[config.mk]
export PLATFORM = sky130hd
export DESIGN_NAME = esp3_packet_deframer_core_flat
export DESIGN_NICKNAME = d
export VERILOG_FILES = /design/src/rtl/esp3pd_pkg.sv /design/src/rtl/esp3pd_if.sv /design/src/rtl/esp3pd_step.sv /design/src/rtl/esp3_packet_deframer_core.sv /design/src/flat_wrapper.sv
export SDC_FILE = /design/constraint.sdc
export NUM_CORES = 1
export LEC_CHECK = 0
export ABC_AREA = 1
export BUFFER_PORTS_ARGS = -buffer_cell sky130_fd_sc_hd__buf_4
export CAP_MARGIN = 5
export CORE_AREA = 2 2 100 102
export CTS_BUF_LIST = sky130_fd_sc_hd__clkbuf_16
export DETAILED_ROUTE_END_ITERATION = 7
export DIE_AREA = 0 0 102 104
export PLACE_DENSITY = 0.78
export SKIP_CTS_REPAIR_TIMING = 1
export SLEW_MARGIN = 25
export SYNTH_ARGS = -nofsm -noshare
export SYNTH_HDL_FRONTEND = slang
export SYNTH_SLANG_ARGS = --single-unit
[constraint.sdc]
create_clock -name clk_i -period 4.55 [get_ports clk_i]
set_input_delay 0.2275 -clock clk_i [delete_from_list [all_inputs] [get_ports clk_i]]
set_output_delay 0.2275 -clock clk_i [all_outputs]
set_load 0.01 [all_outputs]
[src/rtl/esp3pd_pkg.sv]
// ----------------------------------------------------------------------------
// esp3pd_pkg
// Types, codes and the CRC-8 update shared by the packet deframer files.
// ----------------------------------------------------------------------------
`default_nettype none

package esp3pd_pkg;

  localparam logic [7:0] SyncByte = 8'h55;
  localparam logic [7:0] CrcPoly  = 8'h07;
  localparam logic [7:0] CrcInit  = 8'h00;

  typedef enum logic [2:0] {
    PH_HUNT   = 3'd0,
    PH_HEADER = 3'd1,
    PH_HCRC   = 3'd2,
    PH_DATA   = 3'd3,
    PH_OPT    = 3'd4,
    PH_DCRC   = 3'd5
  } phase_e;

  typedef enum logic [2:0] {
    KIND_DATA     = 3'd0,
    KIND_OPT      = 3'd1,
    KIND_GOOD     = 3'd2,
    KIND_DCRC_BAD = 3'd3,
    KIND_HCRC_BAD = 3'd4,
    KIND_SKIP     = 3'd5
  } kind_e;

  typedef enum logic [1:0] {
    HPOS_LEN_HI = 2'd0,
    HPOS_LEN_LO = 2'd1,
    HPOS_OPT    = 2'd2,
    HPOS_TYPE   = 2'd3
  } hpos_e;

  typedef struct packed {
    phase_e      phase;
    hpos_e       hpos;
    logic [15:0] data_size;
    logic [7:0]  opt_len;
    logic [7:0]  pkt_type;
    logic [7:0]  crc;
    logic [15:0] remain;
  } state_t;

  typedef struct packed {
    kind_e       kind;
    logic [7:0]  byte_value;
    logic [7:0]  frame_type;
    logic [15:0] frame_data_length;
    logic [7:0]  frame_optional_length;
  } result_t;

  function automatic logic [7:0] crc8_next(input logic [7:0] crc, input logic [7:0] b);
    logic [7:0] v;
    v = crc ^ b;
    for (int i = 0; i < 8; i++) begin
      if (v[7]) begin
        v = {v[6:0], 1'b0} ^ CrcPoly;
      end else begin
        v = {v[6:0], 1'b0};
      end
    end
    return v;
  endfunction

endpackage

`default_nettype wire

[src/rtl/esp3pd_if.sv]
// ----------------------------------------------------------------------------
// esp3pd_if
// Valid/ready channels for received bytes and deframer results.
// ----------------------------------------------------------------------------
`default_nettype none

interface esp3pd_in_if;
  logic       valid;
  logic       ready;
  logic [7:0] rx_byte;

  modport source (output valid, output rx_byte, input ready);
  modport sink (input valid, input rx_byte, output ready);
endinterface

interface esp3pd_out_if;
  logic        valid;
  logic        ready;
  logic [2:0]  item_kind;
  logic [7:0]  byte_value;
  logic [7:0]  frame_type;
  logic [15:0] frame_data_length;
  logic [7:0]  frame_optional_length;

  modport source (
    output valid, output item_kind, output byte_value, output frame_type,
    output frame_data_length, output frame_optional_length, input ready
  );
  modport sink (
    input valid, input item_kind, input byte_value, input frame_type,
    input frame_data_length, input frame_optional_length, output ready
  );
endinterface

`default_nettype wire

[src/rtl/esp3pd_step.sv]
// ----------------------------------------------------------------------------
// esp3pd_step
// Next-state and result logic of the deframer for one received byte.
// ----------------------------------------------------------------------------
`default_nettype none

module esp3pd_step (
  input  esp3pd_pkg::state_t  state_i,
  input  logic [7:0]          rx_byte_i,
  output esp3pd_pkg::state_t  state_o,
  output logic                emit_o,
  output esp3pd_pkg::result_t result_o
);
  import esp3pd_pkg::*;

  state_t      ns;
  kind_e       kind;
  logic [15:0] remain_dec;

  assign remain_dec = state_i.remain - 16'd1;

  always_comb begin
    ns     = state_i;
    emit_o = 1'b0;
    kind   = KIND_SKIP;
    case (state_i.phase)
      PH_HEADER: begin
        ns.crc = crc8_next(state_i.crc, rx_byte_i);
        case (state_i.hpos)
          HPOS_LEN_HI: ns.data_size[15:8] = rx_byte_i;
          HPOS_LEN_LO: ns.data_size[7:0]  = rx_byte_i;
          HPOS_OPT:    ns.opt_len         = rx_byte_i;
          default:     ns.pkt_type        = rx_byte_i;
        endcase
        if (state_i.hpos == HPOS_TYPE) begin
          ns.hpos  = HPOS_LEN_HI;
          ns.phase = PH_HCRC;
        end else begin
          ns.hpos = hpos_e'(state_i.hpos + 2'd1);
        end
      end
      PH_HCRC: begin
        if (rx_byte_i != state_i.crc) begin
          ns.phase = PH_HUNT;
          emit_o   = 1'b1;
          kind     = KIND_HCRC_BAD;
        end else begin
          ns.crc = CrcInit;
          if (state_i.data_size != 16'd0) begin
            ns.phase  = PH_DATA;
            ns.remain = state_i.data_size;
          end else if (state_i.opt_len != 8'd0) begin
            ns.phase  = PH_OPT;
            ns.remain = {8'd0, state_i.opt_len};
          end else begin
            ns.phase  = PH_DCRC;
            ns.remain = 16'd0;
          end
        end
      end
      PH_DATA: begin
        ns.crc    = crc8_next(state_i.crc, rx_byte_i);
        ns.remain = remain_dec;
        if (remain_dec == 16'd0) begin
          if (state_i.opt_len != 8'd0) begin
            ns.phase  = PH_OPT;
            ns.remain = {8'd0, state_i.opt_len};
          end else begin
            ns.phase  = PH_DCRC;
            ns.remain = 16'd0;
          end
        end
        emit_o = 1'b1;
        kind   = KIND_DATA;
      end
      PH_OPT: begin
        ns.crc    = crc8_next(state_i.crc, rx_byte_i);
        ns.remain = remain_dec;
        if (remain_dec == 16'd0) begin
          ns.phase = PH_DCRC;
        end
        emit_o = 1'b1;
        kind   = KIND_OPT;
      end
      PH_DCRC: begin
        ns.phase = PH_HUNT;
        emit_o   = 1'b1;
        kind     = (rx_byte_i == state_i.crc) ? KIND_GOOD : KIND_DCRC_BAD;
      end
      default: begin
        if (rx_byte_i == SyncByte) begin
          ns.phase = PH_HEADER;
          ns.hpos  = HPOS_LEN_HI;
          ns.crc   = CrcInit;
        end else begin
          ns.phase = PH_HUNT;
          emit_o   = 1'b1;
          kind     = KIND_SKIP;
        end
      end
    endcase
  end

  assign state_o = ns;

  always_comb begin
    result_o.kind                  = kind;
    result_o.byte_value            = rx_byte_i;
    result_o.frame_type            = ns.pkt_type;
    result_o.frame_data_length     = ns.data_size;
    result_o.frame_optional_length = ns.opt_len;
  end

endmodule

`default_nettype wire

[src/rtl/esp3_packet_deframer_core.sv]
// ----------------------------------------------------------------------------
// esp3_packet_deframer_core
// Serial packet deframer: sync hunt, header with CRC-8, tagged data and
// optional bytes, closing CRC-8 status.
// ----------------------------------------------------------------------------
//  channel  dir  payload
//  rx_i     in   rx_byte
//  res_o    out  item_kind, byte_value, frame_type, frame_data_length,
//                frame_optional_length
//
//  One byte per cycle while rx_i is ready; any result of a byte is registered.
//  The CRC update is one 8-step XOR chain per byte.
//  Reset returns the frame state to sync hunt with all header fields zero.
//  rx_i is ready while the output register is empty or being taken.
// ----------------------------------------------------------------------------
`default_nettype none

module esp3_packet_deframer_core (
  input  logic                clk_i,
  input  logic                rst_ni,
  esp3pd_in_if.sink           rx_i,
  esp3pd_out_if.source        res_o
);
  import esp3pd_pkg::*;

  state_t  state_q, state_d;
  result_t res_q, res_d;
  logic    res_valid_q;
  logic    emit;
  logic    rx_xfer;

  assign rx_i.ready = !res_valid_q || res_o.ready;
  assign rx_xfer    = rx_i.valid && rx_i.ready;

  esp3pd_step u_step (
    .state_i   (state_q),
    .rx_byte_i (rx_i.rx_byte),
    .state_o   (state_d),
    .emit_o    (emit),
    .result_o  (res_d)
  );

  always_ff @(posedge clk_i or negedge rst_ni) begin
    if (!rst_ni) begin
      state_q     <= '{phase: PH_HUNT, hpos: HPOS_LEN_HI, default: '0};
      res_valid_q <= 1'b0;
    end else begin
      if (rx_xfer) begin
        state_q     <= state_d;
        res_valid_q <= emit;
      end else if (res_o.ready) begin
        res_valid_q <= 1'b0;
      end
    end
  end

  always_ff @(posedge clk_i) begin
    if (rx_xfer && emit) begin
      res_q <= res_d;
    end
  end

  assign res_o.valid                 = res_valid_q;
  assign res_o.item_kind             = res_q.kind;
  assign res_o.byte_value            = res_q.byte_value;
  assign res_o.frame_type            = res_q.frame_type;
  assign res_o.frame_data_length     = res_q.frame_data_length;
  assign res_o.frame_optional_length = res_q.frame_optional_length;

endmodule

`default_nettype wire
[src/flat_wrapper.sv]
// flat-port wrapper written by rule: the top's interface ports become plain ports
module esp3_packet_deframer_core_flat import esp3pd_pkg::*;
  (clk_i, rst_ni, rx_i_valid, rx_i_rx_byte, rx_i_ready, res_o_valid, res_o_item_kind, res_o_byte_value, res_o_frame_type, res_o_frame_data_length, res_o_frame_optional_length, res_o_ready);
  esp3pd_in_if rx_i_i ();
  esp3pd_out_if res_o_i ();
  input  logic clk_i;
  input  logic rst_ni;
  input wire logic [$bits(rx_i_i.valid)-1:0] rx_i_valid;
  input wire logic [$bits(rx_i_i.rx_byte)-1:0] rx_i_rx_byte;
  output wire logic [$bits(rx_i_i.ready)-1:0] rx_i_ready;
  output wire logic [$bits(res_o_i.valid)-1:0] res_o_valid;
  output wire logic [$bits(res_o_i.item_kind)-1:0] res_o_item_kind;
  output wire logic [$bits(res_o_i.byte_value)-1:0] res_o_byte_value;
  output wire logic [$bits(res_o_i.frame_type)-1:0] res_o_frame_type;
  output wire logic [$bits(res_o_i.frame_data_length)-1:0] res_o_frame_data_length;
  output wire logic [$bits(res_o_i.frame_optional_length)-1:0] res_o_frame_optional_length;
  input wire logic [$bits(res_o_i.ready)-1:0] res_o_ready;
  assign rx_i_i.valid = rx_i_valid;
  assign rx_i_i.rx_byte = rx_i_rx_byte;
  assign rx_i_ready = rx_i_i.ready;
  assign res_o_valid = res_o_i.valid;
  assign res_o_item_kind = res_o_i.item_kind;
  assign res_o_byte_value = res_o_i.byte_value;
  assign res_o_frame_type = res_o_i.frame_type;
  assign res_o_frame_data_length = res_o_i.frame_data_length;
  assign res_o_frame_optional_length = res_o_i.frame_optional_length;
  assign res_o_i.ready = res_o_ready;
  esp3_packet_deframer_core u_core (.clk_i(clk_i), .rst_ni(rst_ni), .rx_i(rx_i_i), .res_o(res_o_i));
endmodule
# == Word level (Yosys, flattened, before mapping) ==
# Index checks and enable logic that the tools add are counted.
# classes
add_sub_neg,2
eq_ne,15
mux,74
n_bitwise,25
n_reduce_logical,19
# op_table
operator,n
two-way mux 8 bit,27
two-way mux 3 bit,27
NOT 3 bit,22
case mux 16 bit (3 select lines),1
case mux 8 bit (5 select lines),1
two-way mux 16 bit,2
two-way mux 32 bit,1
two-way mux 24 bit,1
zero test 16 bit,1
nonzero test 16 bit,1
subtractor 16 x 1 -> 16 bit (second input constant),1
case mux 3 bit (5 select lines),1
case mux 3 bit (4 select lines),1
== test 8 x 7 -> 1 bit (second input constant),1
== test 8 bit,1
two-way mux 1 bit,8
!= test 2 bit (second input constant),4
!= test 8 bit,1
AND reduction 4 bit,2
nonzero test 8 bit,1
XOR 8 bit,1
== test 3 x 2 -> 1 bit (second input constant),2
== test 3 bit (second input constant),2
AND reduction 3 bit,2
17 further kinds,23
# word_totals
regBits,105
input_bits,12
out_inout_bits,45

# == Longest topological paths before layout ==
# Gate-level depths: netlist of run 1.
# logic_depth
ltp_word,25
mapped_depth,15
depth_no_buf,15

# == Cells and area by module ==
# Synthesis of run 1 repeated with hierarchy kept, for this count alone.
# unflattened
cells_unflattened,797
area_unflattened_um2,6311.1
# modules_own_cells
module,instances,cells_each,area_per_inst_um2
esp3_packet_deframer_core,1,314,3809.9
esp3pd_step,1,483,2501.1

# == Worst setup path after synthesis of run 1 ==
# OpenSTA, ideal clock, no wires.
# synth_timing
path_kind,reg-to-reg
start,register u_core.state_q[20] in the netlist's numbering
end,"register u_core.res_q (netlist bit u_core.res_o.byte_value[0]), enable pin"
setup_ps,444
t_arrival_ps,3046
t_required_ps,4106
slack_ps,1060
path_stages_with_launch,9
path_buffers,0
path_cell_list,dfrtp_1 xnor2_1 ha_1 and3_1 nand3_1 nor2_1 nor2_1 nor3_1 nor2_1
# synth_via
elab_chain_len,4
# synth_rtl
item,line,source
"start, declared",esp3_packet_deframer_core.sv:26,"state_t state_q, state_d;"
"start signal, assigned",esp3_packet_deframer_core.sv:49,state_q <= state_d;
!= test 8 bit,esp3pd_step.sv:43,if (rx_byte_i != state_i.crc) begin
two-way mux 1 bit,esp3pd_step.sv:43,
case mux 1 bit (3 select lines),esp3pd_step.sv:26,case (state_i.phase)
logical AND 1 bit,esp3_packet_deframer_core.sv:58,if (rx_xfer && emit) begin
"end signal, assigned",esp3_packet_deframer_core.sv:59,res_q <= res_d;
"end, declared",esp3_packet_deframer_core.sv:27,"result_t res_q, res_d;"
# Every way passes these cells.
# A chain may end at the register's enable or synchronous reset.

# == Worst setup path after layout of run 1 ==
# layout_timing
start,register u_core.state_q[59] in the netlist's numbering
end,register u_core.state_q[8] in the netlist's numbering
# layout_via
elab_chain_len,3
# layout_rtl
item,line
== test 3 x 2 -> 1 bit / == test 3 bit (equally long branches),esp3pd_step.sv:26
!= test 2 bit (no line) / nonzero test 3 bit (equally long branches),-
AND reduction 3 bit (no line),-
# Several ways; a longest one is shown, not always the timed one.

==> results of run 1 <==
==> stage by stage <==
step | cell area [sq um] | power (mW) | hold WS, ns | worst slack, ns | util
after global routing | 6330 | 4.30 | 0.0526 | 1.16 | 0.663
after detailed placement | 6060 | 3.28 | 0.371 | 1.55 | 0.634
after global placement | 6040 | 3.21 | 0.363 | 1.70 | 0.632
after floorplan | 5500 | 2.72 | -0.0681 | 1.06 | -
final | 6330 | 4.01 | -0.0460 | 1.44 | 0.663
after CTS | 6330 | 4.01 | 0.00927 | 1.54 | 0.663
==> Yosys cell counts, drive strengths merged, types with 7 or more instances <==
cell,count
nand2,179
a21oi,27
dfrtp,62
ha,11
xnor2,18
nand3,31
o21ai,94
edfxtp,43
nor2,46
a22oi,7
clkbuf,11
inv,81
==> registers in the layout, indices dropped and copies added (netlist names) <==
signal                              cells
u_core.res_o.frame_optional_length      8
u_core.res_o.item_kind                  3
u_core.res_o.valid                      1
u_core.state_q                         61
u_core.res_o.frame_type                 8
u_core.res_o.byte_value                 8
u_core.res_o.frame_data_length         16
==> cell type report <==
class / count / share of cell area
Sequential cell: 105 / 0.449
Clock inverter: 7 / 0.00751
Clock buffer: 9 / 0.0356
Timing Repair Buffer: 59 / 0.0720
Inverter: 81 / 0.0480
Multi-Input combinational cell: 438 / 0.362
Tap cell: 133 / 0.0263
==> report_power, final <==
part           switching (mW)  internal (mW)
Clock                   0.343          0.371
Combinational            1.03          0.617
Sequential              0.242           1.41
Total                    1.61           2.40
==> per-layer routing <==
layer  global-route usage  up-vias  wire (um)
li1                     -     2212          -
met5                    0        -          0
met3               0.0558       26        791
met4               0.0771        0        286
met2                0.418      190       6620
met1                0.348     2255       5550
==> how the worst max path moves through the flow <==
stage                       start                          to  slack (ns)
2_1_floorplan  u_core.state_q[20]  u_core.res_o.byte_value[0]        1.06
3_3_place_gp   u_core.state_q[59]          u_core.state_q[14]        1.70
3_5_place_dp   u_core.state_q[60]          u_core.state_q[12]        1.55
4_1_cts        u_core.state_q[60]          u_core.state_q[12]        1.54
5_1_grt        u_core.state_q[19]          u_core.state_q[10]        1.16
6_report       u_core.state_q[59]           u_core.state_q[8]        1.44
==> kinds of logic (layout without fill, tap and decap cells) <==
kind of cell | after synthesis | count (layout)
AO/OA/AOI/OAI | 135 | 135
XOR/XNOR | 21 | 21
adder cells (fa/ha/maj) | 11 | 11
buffers and inverters | 98 | 156
flip-flops | 105 | 105
AND/OR/NAND/NOR | 271 | 271
==> impl_metrics.csv, run 1 <==
group,metric,value,unit
sta,finalHoldViolCount,18,
clock_tree,numCtsBuffers,9,
synthesis,ys_ff_latch,105,
clock_tree,path_clk_slew,0.07,ns
critical_path,cp-start-kind,"flop",
critical_path,critPathRequiredTime,4.74,ns
synthesis,synth.distinct_cells,36,
clock_tree,htreeDepth,3,
routing,drtPass1Iterations,7,
placed_design,dp_hpwl,9.44,mm
routing,drc,0,
critical_path,cp_top_family,"compound AO/OA/AOI/OAI gates",
synthesis,synth_top_area_frac,0.282,
cells_and_area,drive_gt1_frac,0.153,
synthesis,synth-edff-count,43,
routing,postRouteAntennaNets,0,
synthesis,synth_area_leaders,"dfrtp_1 (28%), edfxtp_1 (23%), nand2_1 (12%)",
cells_and_area,fill_cells,779,
status,status,"finished with violations",
floorplan,fp-row-count,36,
floorplan,die_w,102,um
sta,fmax,321,MHz
critical_path,arrival,3.30,ns
critical_path,slowest_delay,0.57,ns
cells_and_area,mostFrequentLayoutCells,"nand2_1 (171), inv_1 (77), o21ai_0 (76)",
clock_tree,cts_num_sinks,105,
critical_path,reg2reg_from,"u_core.state_q[59]",
synthesis,synth_compound_area_frac,0.134,
critical_path,path_depth,10,
cells_and_area,register_area,2840,sq um
synthesis,synth_top_family_by_area,"simple AND/OR/NAND/NOR gates",
sta,rsz0062_at_grt,"false",
grt,grt_start_max_net_pins,63,
clock_tree,cts_tree,"done",
cells_and_area,multi_input_area,2290,sq um
floorplan,io_pins,57,
routing,routed-via-count,4683,
cells_and_area,fin_cells,832,
grt,globalRouteOverflowTotal,0,
synthesis,synth_flop_cell,"dfrtp_1",
sta,fin_crit_sh,0.684,
sta,fin_skew,0.00925,ns
clock_tree,clock_latency,0.34,ns
grt,antenna_found_initial,0,
critical_path,reg2reg_depth,10,
cells_and_area,area_growth_syn_to_layout,15.1,%
floorplan,die_h,104,um
clock_tree,clock_path_buffers,2,
cells_and_area,num_antenna_cells,0,
sta,holdWs,-0.0460,ns
grt,groute.usage.overall,0.258,
synthesis,synth-xor-area-share,0.0334,
synthesis,synth-adder-area-share,0.0250,
placed_design,dp.cells,816,
synthesis,ys_seq_area_frac,0.517,
power_and_ir_drop,p_per_area,634,nW/um^2
synthesis,yosys_warnings,0,
synthesis,synthArstFlopShare,0.590,
critical_path,crit_chain,"inv_1, nor2_1, inv_2, nor2_4, nor2_1, buf_4, a21oi_1, inv_1, a21oi_1, a22oi_1",
flow_run,drv_cap,0,
routing,routedWlPerCell,15.9,um
synthesis,yosys.area.top_type,"dfrtp_1",
floorplan,design.core.area,9550,sq um
synthesis,synth.avg_cell_area,8.58,sq um
cells_and_area,nets,717,
synthesis,muxShareOfSynthArea,0,
critical_path,end_kind,"flop",
status,violations,"hold timing",
cells_and_area,layout_commonest_cell,"nand2_1",
power_and_ir_drop,p_leak,2.84,nW
synthesis,synth-simple-area-share,0.222,
critical_path,path_class,"reg2reg",
sta,tightestPinTransition,0.836,ns
placed_design,numPortBuffers,56,
sta,setup_viol,0,
critical_path,regToRegSetupSlack,1.44,ns
sta,final.min_clock_period,3.11,ns
sta,final_max_slew_viol_count,0,
sta,fin_setup_tns,0,ns
grt,grt_pass1_vias,4441,
critical_path,r2r-end,"u_core.state_q[8]",
synthesis,syn-num-nets,664,
critical_path,crit_buf_inv,4,
critical_path,critPathSlowestCell,"a21oi_1",
routing,via_per_inst,5.63,
clock_tree,cts_root_buf,"clkbuf_16",
placed_design,place.gp.congestion,0.874,
grt,grt_pass1_wl,21.4,mm
routing,routed_wl,13.2,mm
sta,slew-limit-headroom,0.443,
hold_path,hp-class,"in2async",
synthesis,syn_area,5500,sq um
synthesis,netlist_instances,641,
critical_path,path_max_fanout,22,
floorplan,die_area,10600,sq um
floorplan,initial_core_util,0.576,
routing,drt_iter0_markers,336,
power_and_ir_drop,max-vdd-ir-drop,0.398,mV
(Power assumes the default switching activity.)
==> run 2, diff against run 1 <==
Settings changed: ABC_AREA 1 to 0, CORE_AREA 2 2 100 102 to 2 2 99 101, DIE_AREA 0 0 102 104 to 0 0 101 103.
Clock period 4.55 ns to 3.03 ns, I/O delays scaled along.
==> run 2 against run 1 <==
The run now ends clean. Highest routed layer unchanged. Setup slack worse by 0.98 ns. Via count is 16% lower. Sequential share of layout area is 0.64 points higher. Final cell count is 25% lower.
==> impl_metrics.csv, run 2 <==
group,metric,value,unit
status,status,"complete, no violations",
clock_tree,clock_latency,0.35,ns
cells_and_area,fin_cells,628,
hold_path,hold_depth,1,
critical_path,path_max_fanout,16,
synthesis,muxShareOfSynthArea,0.135,
routing,routed-via-count,3920,
critical_path,reg2reg_from,"u_core.state_q[23]",
critical_path,cp-start-kind,"flop",
sta,tightestPinTransition,0.872,ns
sta,final_max_slew_viol_count,0,
cells_and_area,num_antenna_cells,0,
grt,antenna_found_initial,0,
floorplan,die_w,101,um
floorplan,io_pins,57,
critical_path,crit_chain,"xnor2_1, ha_1, and3_1, and3_1, o311a_2, o221ai_1, a21boi_0, a311o_1",
synthesis,synth.avg_cell_area,11.8,sq um
synthesis,synth-edff-count,43,
clock_tree,htreeDepth,3,
critical_path,path_class,"reg2reg",
cells_and_area,layout_commonest_cell,"buf_4",
sta,fmax,389,MHz
synthesis,synth-simple-area-share,0.121,
clock_tree,cts_num_sinks,105,
synthesis,syn-num-nets,482,
critical_path,arrival,2.80,ns
sta,setup_viol,0,
cells_and_area,area_growth_syn_to_layout,15.0,%
critical_path,regToRegSetupSlack,0.46,ns
routing,routedWlPerCell,19.6,um
synthesis,ys_seq_area_frac,0.524,
hold_path,hp-class,"in2reg",
critical_path,cpMostUsedCell,"and3_1",
sta,post-route-worst-setup-slack,0.458,ns
critical_path,reg2reg_depth,8,
synthesis,netlist_instances,459,
synthesis,synthTopCellsByCount,"mux2_2 (64), dfrtp_1 (62), edfxtp_1 (43), nand2_1 (32), a21oi_1 (26)",
routing,postRouteAntennaNets,0,
synthesis,yosysMostFrequentCell,"mux2_2",
synthesis,synth_top_family_by_area,"multiplexers",
synthesis,synthArstFlopShare,0.590,
synthesis,yosys.area.top_type,"dfrtp_1",
floorplan,initial_core_util,0.574,
synthesis,synth_compound_area_frac,0.124,
floorplan,die_h,103,um
sta,fin_setup_tns,0,ns
cells_and_area,top_register,"u_core.state_q",
routing,drtPass1Iterations,5,
cells_and_area,drive_gt1_frac,0.307,
synthesis,synth_area_leaders,"dfrtp_1 (29%), edfxtp_1 (24%), mux2_2 (13%)",
cells_and_area,final_area,6240,sq um
routing,routed_wl,12.3,mm
grt,grt_start_max_net_pins,63,
cells_and_area,largest_register_ffs,61,
sta,finalHoldViolCount,0,
power_and_ir_drop,p_leak,2.52,nW
sta,rsz0062_at_grt,"false",
critical_path,cp_top_family,"compound AO/OA/AOI/OAI gates",
synthesis,synth_top_area_frac,0.286,
placed_design,place.gp.congestion,0.910,
cells_and_area,register_area,2840,sq um
sta,slew-limit-headroom,0.416,
cells_and_area,nets,532,
hold_path,min-delay-start,"rx_i_rx_byte[7]",
grt,groute.usage.overall,0.247,
synthesis,yosys_warnings,0,
sta,fin_crit_sh,0.849,
critical_path,critPathRequiredTime,3.26,ns
placed_design,dp.cells,611,
clock_tree,numCtsBuffers,9,
synthesis,syn_area,5430,sq um
cells_and_area,mostFrequentLayoutCells,"buf_4 (65), mux2_2 (64), dfrtp_1 (62)",
synthesis,synth-adder-area-share,0.0254,
power_and_ir_drop,p_per_area,1100,nW/um^2
routing,drt_iter0_markers,197,
placed_design,dp_hpwl,8.60,mm
floorplan,die_area,10400,sq um
cells_and_area,multi_input_area,2440,sq um
sta,final.min_clock_period,2.57,ns
grt,globalRouteOverflowTotal,0,
clock_tree,cts_tree,"done",
critical_path,crit_buf_inv,0,
routing,via_per_inst,6.24,
sta,fin_skew,0.00519,ns
clock_tree,cts_root_buf,"clkbuf_16",
placed_design,pre_cts_slack,0.519,ns
flow_run,drv_cap,0,
floorplan,fp-row-count,36,
grt,grt_pass1_wl,19.6,mm
cells_and_area,fill_cells,709,
clock_tree,clock_path_buffers,2,
critical_path,r2r-end,"u_core.state_q[1]",
clock_tree,path_clk_slew,0.07,ns
critical_path,slowest_delay,0.41,ns
critical_path,critPathSlowestCell,"o311a_2",
synthesis,synth-xor-area-share,0.0436,
critical_path,path_depth,8,
power_and_ir_drop,max-vdd-ir-drop,0.583,mV
synthesis,ys_ff_latch,105,
placed_design,place_area,5950,sq um
critical_path,end_kind,"flop",
power_and_ir_drop,finalPower,6.88,mW
placed_design,numPortBuffers,56,
hold_path,hold_end,"u_core.res_o.byte_value[7]",
synthesis,synth_flop_cell,"dfrtp_1",
grt,grt_pass1_vias,3776,
routing,drc,0,
floorplan,design.core.area,9460,sq um
synthesis,synth.distinct_cells,62,
==> run 2: changes by cell type in the layout (fill, tap and decap cells not counted), sizes merged, moves of 6 or more <==
cell | before | now
buf | 59 | 65
nand3 | 31 | 10
nor2 | 46 | 22
a22oi | 7 | 1
inv | 83 | 12
a211oi | 0 | 11
mux2 | 0 | 64
nor3 | 4 | 11
a22o | 0 | 8
o22ai | 0 | 7
o21ai | 94 | 17
nand2 | 179 | 33
==> run 2: layout make-up <==
| class | count | area share |
|---|---|---|
| Clock buffer | 9 | 0.0361 |
| Clock inverter | 7 | 0.00962 |
| Inverter | 8 | 0.00481 |
| Multi-Input combinational cell | 319 | 0.391 |
| Sequential cell | 105 | 0.455 |
| Tap cell | 114 | 0.0229 |
| Timing Repair Buffer | 66 | 0.0798 |
==> run 2: metrics by stage <==
stage	hold slack, ns	utilization
after floorplan	-0.144	-
after global placement	0.291	0.629
after detailed placement	0.291	0.629
after CTS	-0.0788	0.659
after global routing	0.100	0.660
final	0.0957	0.660
==> run 2: how the worst max path moves through the flow <==
stage	to	start	slack, ns
after detailed placement	u_core.state_q[1]	u_core.state_q[23]	0.52
after floorplan	u_core.res_o.byte_value[0]	rx_i_rx_byte[5]	0.25
final	u_core.state_q[1]	u_core.state_q[23]	0.46
after global placement	u_core.res_o.frame_data_length[0]	u_core.state_q[21]	0.63
after CTS	u_core.state_q[1]	u_core.state_q[23]	0.50
after global routing	u_core.res_o.frame_optional_length[7]	u_core.state_q[23]	0.24
==> run 2: kinds of logic after synthesis <==
group / after synthesis
buf+inv: 35
xor+xnor: 27
simple gates: 118
mux: 65
compound gates: 98
flops: 105
fa+ha+maj: 11
==> run 2: report_power, final <==
part	switching, mW	internal, mW
Sequential	0.581	2.21
Clock	0.546	0.574
Combinational	1.52	1.46
Total	2.65	4.24
==> run 2: routing by layer <==
| layer | GRT usage | wire length, um |
|---|---|---|
| met2 | 0.417 | 6100 |
| met1 | 0.324 | 5240 |
| met4 | 0.0676 | 250 |
| met5 | 0 | 0 |
| met3 | 0.0542 | 715 |
